==> src/hw/rtl/deadlock_avoidance_resource_granter_defines.svh <==
// Assertion macros for the resource granter.
`ifndef DEADLOCK_AVOIDANCE_RESOURCE_GRANTER_DEFINES_SVH
`define DEADLOCK_AVOIDANCE_RESOURCE_GRANTER_DEFINES_SVH
// Implication checked on every rising clock edge outside reset.
`define DARG_ASSERT_IMP(label, clk, rst_n, a, c) \
    label: assert property (@(posedge clk) disable iff (!rst_n) (a) |-> (c)) \
        else $error("assertion failed");
// Next-cycle implication.
`define DARG_ASSERT_NXT(label, clk, rst_n, a, c) \
    label: assert property (@(posedge clk) disable iff (!rst_n) (a) |=> (c)) \
        else $error("assertion failed");
`endif

==> src/hw/rtl/darg_pkg.sv <==
// Shared types and codes of the resource granter.
package darg_pkg;
    localparam logic [1:0] OP_REQUEST = 2'd0;
    localparam logic [1:0] OP_RELEASE = 2'd1;
    localparam logic [1:0] OP_LOAD_CLAIM = 2'd2;
    localparam logic [1:0] OP_LOAD_AVAIL = 2'd3;

    localparam logic [2:0] ST_OK = 3'd0;
    localparam logic [2:0] ST_NEED = 3'd1;
    localparam logic [2:0] ST_AVAIL = 3'd2;
    localparam logic [2:0] ST_UNSAFE = 3'd3;
    localparam logic [2:0] ST_OVER = 3'd4;
    localparam logic [2:0] ST_LOADED = 3'd5;

    localparam int AMOUNT_FIELDS = 4;
    localparam int AMOUNT_BITS = 16;

    typedef enum logic [2:0] {
        S_IDLE,
        S_CHECK,
        S_SAFE_INIT,
        S_SAFE_SCAN,
        S_REVERT,
        S_DONE
    } state_t;

    // controller -> datapath
    typedef struct packed {
        logic load_item;   // capture the input item
        logic check;       // run need/available/held compare
        logic apply;       // apply item to tables
        logic safe_init;   // copy available into pool, clear done bits
        logic safe_step;   // examine one customer
        logic revert;      // undo tentative request
        logic set_status;  // latch status code
        logic [2:0] status;
    } dp_cmd_t;

    // datapath -> controller
    typedef struct packed {
        logic [1:0] op;
        logic known;
        logic fail_need;
        logic fail_avail;
        logic fail_over;
        logic scan_end;    // scan finished: safe or no progress possible
        logic safe;
    } dp_stat_t;
endpackage

==> src/hw/rtl/darg_controller.sv <==
// Sequencing state machine of the resource granter.
module darg_controller (
    input  logic clk,
    input  logic rst_n,
    input  logic in_fire,
    input  logic out_fire,
    input  darg_pkg::dp_stat_t stat,
    output darg_pkg::dp_cmd_t cmd,
    output logic busy,
    output logic out_valid
);
    import darg_pkg::*;
    `include "deadlock_avoidance_resource_granter_defines.svh"

    state_t state_reg, state_next;

    always_ff @(posedge clk or negedge rst_n)
    begin
        if (!rst_n)
            state_reg <= S_IDLE;
        else
            state_reg <= state_next;
    end

    always_comb
    begin
        state_next = state_reg;
        case (state_reg)
            S_IDLE:
                if (in_fire)
                    state_next = S_CHECK;
            S_CHECK:
            begin
                if (stat.op == OP_REQUEST && !stat.fail_need && !stat.fail_avail)
                    state_next = S_SAFE_INIT;
                else
                    state_next = S_DONE;
            end
            S_SAFE_INIT:
                state_next = S_SAFE_SCAN;
            S_SAFE_SCAN:
                if (stat.scan_end)
                    state_next = stat.safe ? S_DONE : S_REVERT;
            S_REVERT:
                state_next = S_DONE;
            S_DONE:
                if (out_fire)
                    state_next = S_IDLE;
            default:
                state_next = S_IDLE;
        endcase
    end

    always_comb
    begin
        cmd = '0;
        case (state_reg)
            S_IDLE:
                cmd.load_item = in_fire;
            S_CHECK:
            begin
                cmd.set_status = 1'b1;
                case (stat.op)
                    OP_REQUEST:
                    begin
                        cmd.status = stat.fail_need ? ST_NEED
                                   : (stat.fail_avail ? ST_AVAIL : ST_OK);
                        cmd.apply = !stat.fail_need && !stat.fail_avail;
                    end
                    OP_RELEASE:
                    begin
                        cmd.status = stat.fail_over ? ST_OVER : ST_OK;
                        cmd.apply = !stat.fail_over;
                    end
                    default:
                    begin
                        cmd.status = ST_LOADED;
                        cmd.apply = 1'b1;
                    end
                endcase
            end
            S_SAFE_INIT:
                cmd.safe_init = 1'b1;
            S_SAFE_SCAN:
                cmd.safe_step = 1'b1;
            S_REVERT:
            begin
                cmd.revert = 1'b1;
                cmd.set_status = 1'b1;
                cmd.status = ST_UNSAFE;
            end
            default:
                cmd = '0;
        endcase
    end

    assign busy = (state_reg != S_IDLE);
    assign out_valid = (state_reg == S_DONE);

    `DARG_ASSERT_IMP(a_no_fire_busy, clk, rst_n, busy, !in_fire)
    `DARG_ASSERT_NXT(a_fire_check, clk, rst_n, in_fire, state_reg == S_CHECK)
    `DARG_ASSERT_NXT(a_revert_done, clk, rst_n, state_reg == S_REVERT, out_valid)
    `DARG_ASSERT_IMP(a_scan_cmd, clk, rst_n, cmd.safe_step, !cmd.apply && !cmd.revert)
endmodule

==> config.mk <==
export PLATFORM = sky130hd
export DESIGN_NAME = darg_controller
export DESIGN_NICKNAME = d
export VERILOG_FILES = /design/src/hw/rtl/darg_pkg.sv /design/src/hw/rtl/darg_controller.sv
export VERILOG_INCLUDE_DIRS = /design/src /design/src/hw/rtl
export SDC_FILE = /design/constraint.sdc
export NUM_CORES = 1
export LEC_CHECK = 0
export ABC_AREA = 1
export BUFFER_PORTS_ARGS = -buffer_cell sky130_fd_sc_hd__buf_2
export CAP_MARGIN = 20
export CELL_PAD_IN_SITES_DETAIL_PLACEMENT = 0
export CELL_PAD_IN_SITES_GLOBAL_PLACEMENT = 1
export CORE_MARGIN = 1
export CORE_UTILIZATION = 20
export DETAILED_ROUTE_END_ITERATION = 16
export PLACE_DENSITY = 0.64
export SYNTH_ARGS = -nofsm -noshare
export SYNTH_HDL_FRONTEND = slang
export SYNTH_SLANG_ARGS = --single-unit
==> constraint.sdc <==
create_clock -name clk -period 1.1 [get_ports clk]
set_clock_uncertainty 0.15 [all_clocks]
set_input_delay 0.11 -clock clk [delete_from_list [all_inputs] [get_ports clk]]
set_output_delay 0.11 -clock clk [all_outputs]
set_load 0.005 [all_outputs]
==> qor.yml <==
run_status:
  outcome: "finished, violations left"
  violations: "setup timing"
placement:
  port_buffers: 21
  place.gp.congestion: 0.729
  dpl.hpwl_um: 765
  placed_area_um2: 505
  pre_cts_ws_ns: -0.174
floorplanning:
  rows: 14
  dieArea_um2: 1820
  die_w_um: 42.7
  num_io_pins: 24
  core_area_um2: 1520
  dieHeight_um: 42.7
  start_util_pct: 21.8
pwr:
  p_per_area_nw_per_um2: 2360
  irDropWorstVdd_mv: 1.24
  power.total_w: 0.00149
  leakage_nw: 0.357
logic_synthesis:
  synth_area_um2: 332
  synth-seq-cells: 3
  synth_cell_types: 16
  yosys_warnings: 0
  postSynthCellCount: 57
  synthesis.nets: 69
  avgSynthCellArea_um2: 5.82
  seq_area_frac_synth_pct: 22.6
finish:
  fin_nets: 106
  syn2layout_area_growth_pct: 89.8
  fin_area_um2: 629
  layout_common_cells: "buf_2, nand2_1, nor2_1"
  final_common_cell: "buf_2"
  n_antenna_cell: 0
  num-fill-cells: 172
  largest_reg_flops: 3
  drive_gt1_share_pct: 55.9
clock_tree:
  cts_tree: "built"
  cts.sinks: 3
  clock-root-buffer: "clkbuf_4"
  clk_latency_ns: 0.23
  clockBufferDepth: 2
  htreeDepth: 1
  clk_pin_slew_ns: 0.04
  cts_buffers: 3
drt:
  ant_nets: 0
  viasPerCell: 4.14
  drt-initial-drc-count: 4
  drc: 0
  vias: 451
  wl_per_cell_um: 8.41
  detail_route.first_pass.iterations: 4
  wirelength_um: 917
timing:
  maxSlewViolCount: 0
  setup_viol: 14
  rsz0062_at_grt: "yes"
  period_minus_slack_ns: 1.39
  fmax_ghz: 0.718
  period_share_pct: 127
  hold_violations: 0
  fin_ws_ns: -0.292
  setup_tns_ns: -3.34
global_routing:
  grt_pass1_wl_mm: 1.65
  antenna_found_initial: 0
  grt_overflow: 0
  gr-usage-all-layers_pct: 11.9
  grt_max_degree: 8
  grt_pass1_vias: 447
flow_run:
  cap_violations: 0
setup_path:
  end_kind: "primary output"
  crit_type: "register to primary output"
  cp_max_fo: 7
  start_kind: "register"
  crit_arrival_ns: 1.13
  required_ns: 0.84
min_path:
  hold_class: "input pin to asynchronous set/reset pin"
## synthesized netlist by cell type
cell / n / area, um2
o21ai_0: 3 / 15.0
nor2_4: 1 / 11.3
dfrtp_1: 3 / 75.1
conb_1: 1 / 3.75
a21oi_1: 4 / 20.0
inv_1: 6 / 22.5
buf_4: 1 / 7.51
inv_2: 3 / 11.3
nor3_4: 1 / 16.3
nand3_1: 2 / 10.0
nor3_1: 1 / 5.00
nand2_2: 2 / 12.5
nor2_1: 12 / 45.0
nand3_2: 1 / 10.0
nand2_1: 15 / 56.3
nor3_2: 1 / 10.0
## what timing repair did
item,4_1_cts,5_1_grt
endpoints found under the setup margin,14,14
setup buffers,4,0
hold endpoints to repair,3,0
cloned,0,0
gates resized for setup,9,5
hold buffers,1,0
pin swaps,7,0
## cell type report
type | instances | area, um2 | share of cell area, %
clock buffers | 4 | 26.3 | 4.17
repair buffers | 33 | 224 | 35.6
well taps | 16 | 20.0 | 3.18
inverters | 9 | 36.3 | 5.77
multi-input cells | 44 | 245 | 39.0
flip-flops and latches | 3 | 77.6 | 12.3
## worst max-delay path, stage by stage (launching register included)
cell	delay, ns
dfrtp_2	0.43
inv_2	0.10
nand3_4	0.11
o21ai_1	0.14
buf_2	0.12
## cells by family after synthesis
group / after synthesis / share of synthesized area, %
AOI/OAI and AO/OA: 7 / 10.6
and+or+nand+nor: 36 / 53.2
buffers and inverters: 10 / 12.5
other: 1 / 1.13
DFF: 3 / 22.6
## final timing paths
kind / cells after the start / slack [ns] / end / startpoint
max: 4 / -0.29 / cmd[0] / state_reg[1]
min: 2 / 0.05 / state_reg[1] / rst_n
max reg2reg: 7 / -0.21 / state_reg[0] / state_reg[2]
min reg2reg: 3 / 0.60 / state_reg[1] / state_reg[0]
max in group asynchronous: 2 / 0.63 / state_reg[0] / rst_n
min in group clk: 4 / 0.06 / state_reg[0] / stat[1]
## power by group
part / total (W) / switching, W / internal (W)
registers: 0.000249 / 0.0000889 / 0.000160
logic: 0.00105 / 0.000498 / 0.000548
clock network: 0.000191 / 0.0000554 / 0.000136
total: 0.00149 / 0.000643 / 0.000844
## stage by stage
stage          hold slack, ns  std cells  util (%)
2_1_floorplan          -0.336         57         -
3_3_place_gp           -0.242        100      33.2
3_5_place_dp           -0.241        100      33.2
4_1_cts                0.0457        109      40.4
5_1_grt                0.0575        109      41.3
6_report               0.0526        109      41.3
## per-layer routing
layer	share of wire [%]	vias up	wire length, um	GRT usage (%)
li1	-	247	-	-
met1	45	196	416	13.3
met2	52	8	474	20.6
met3	2.8	0	26	1.70
met4	0	0	0	7.50
met5	0	-	0	0
Note: power is estimated with default switching activity, not from simulation.
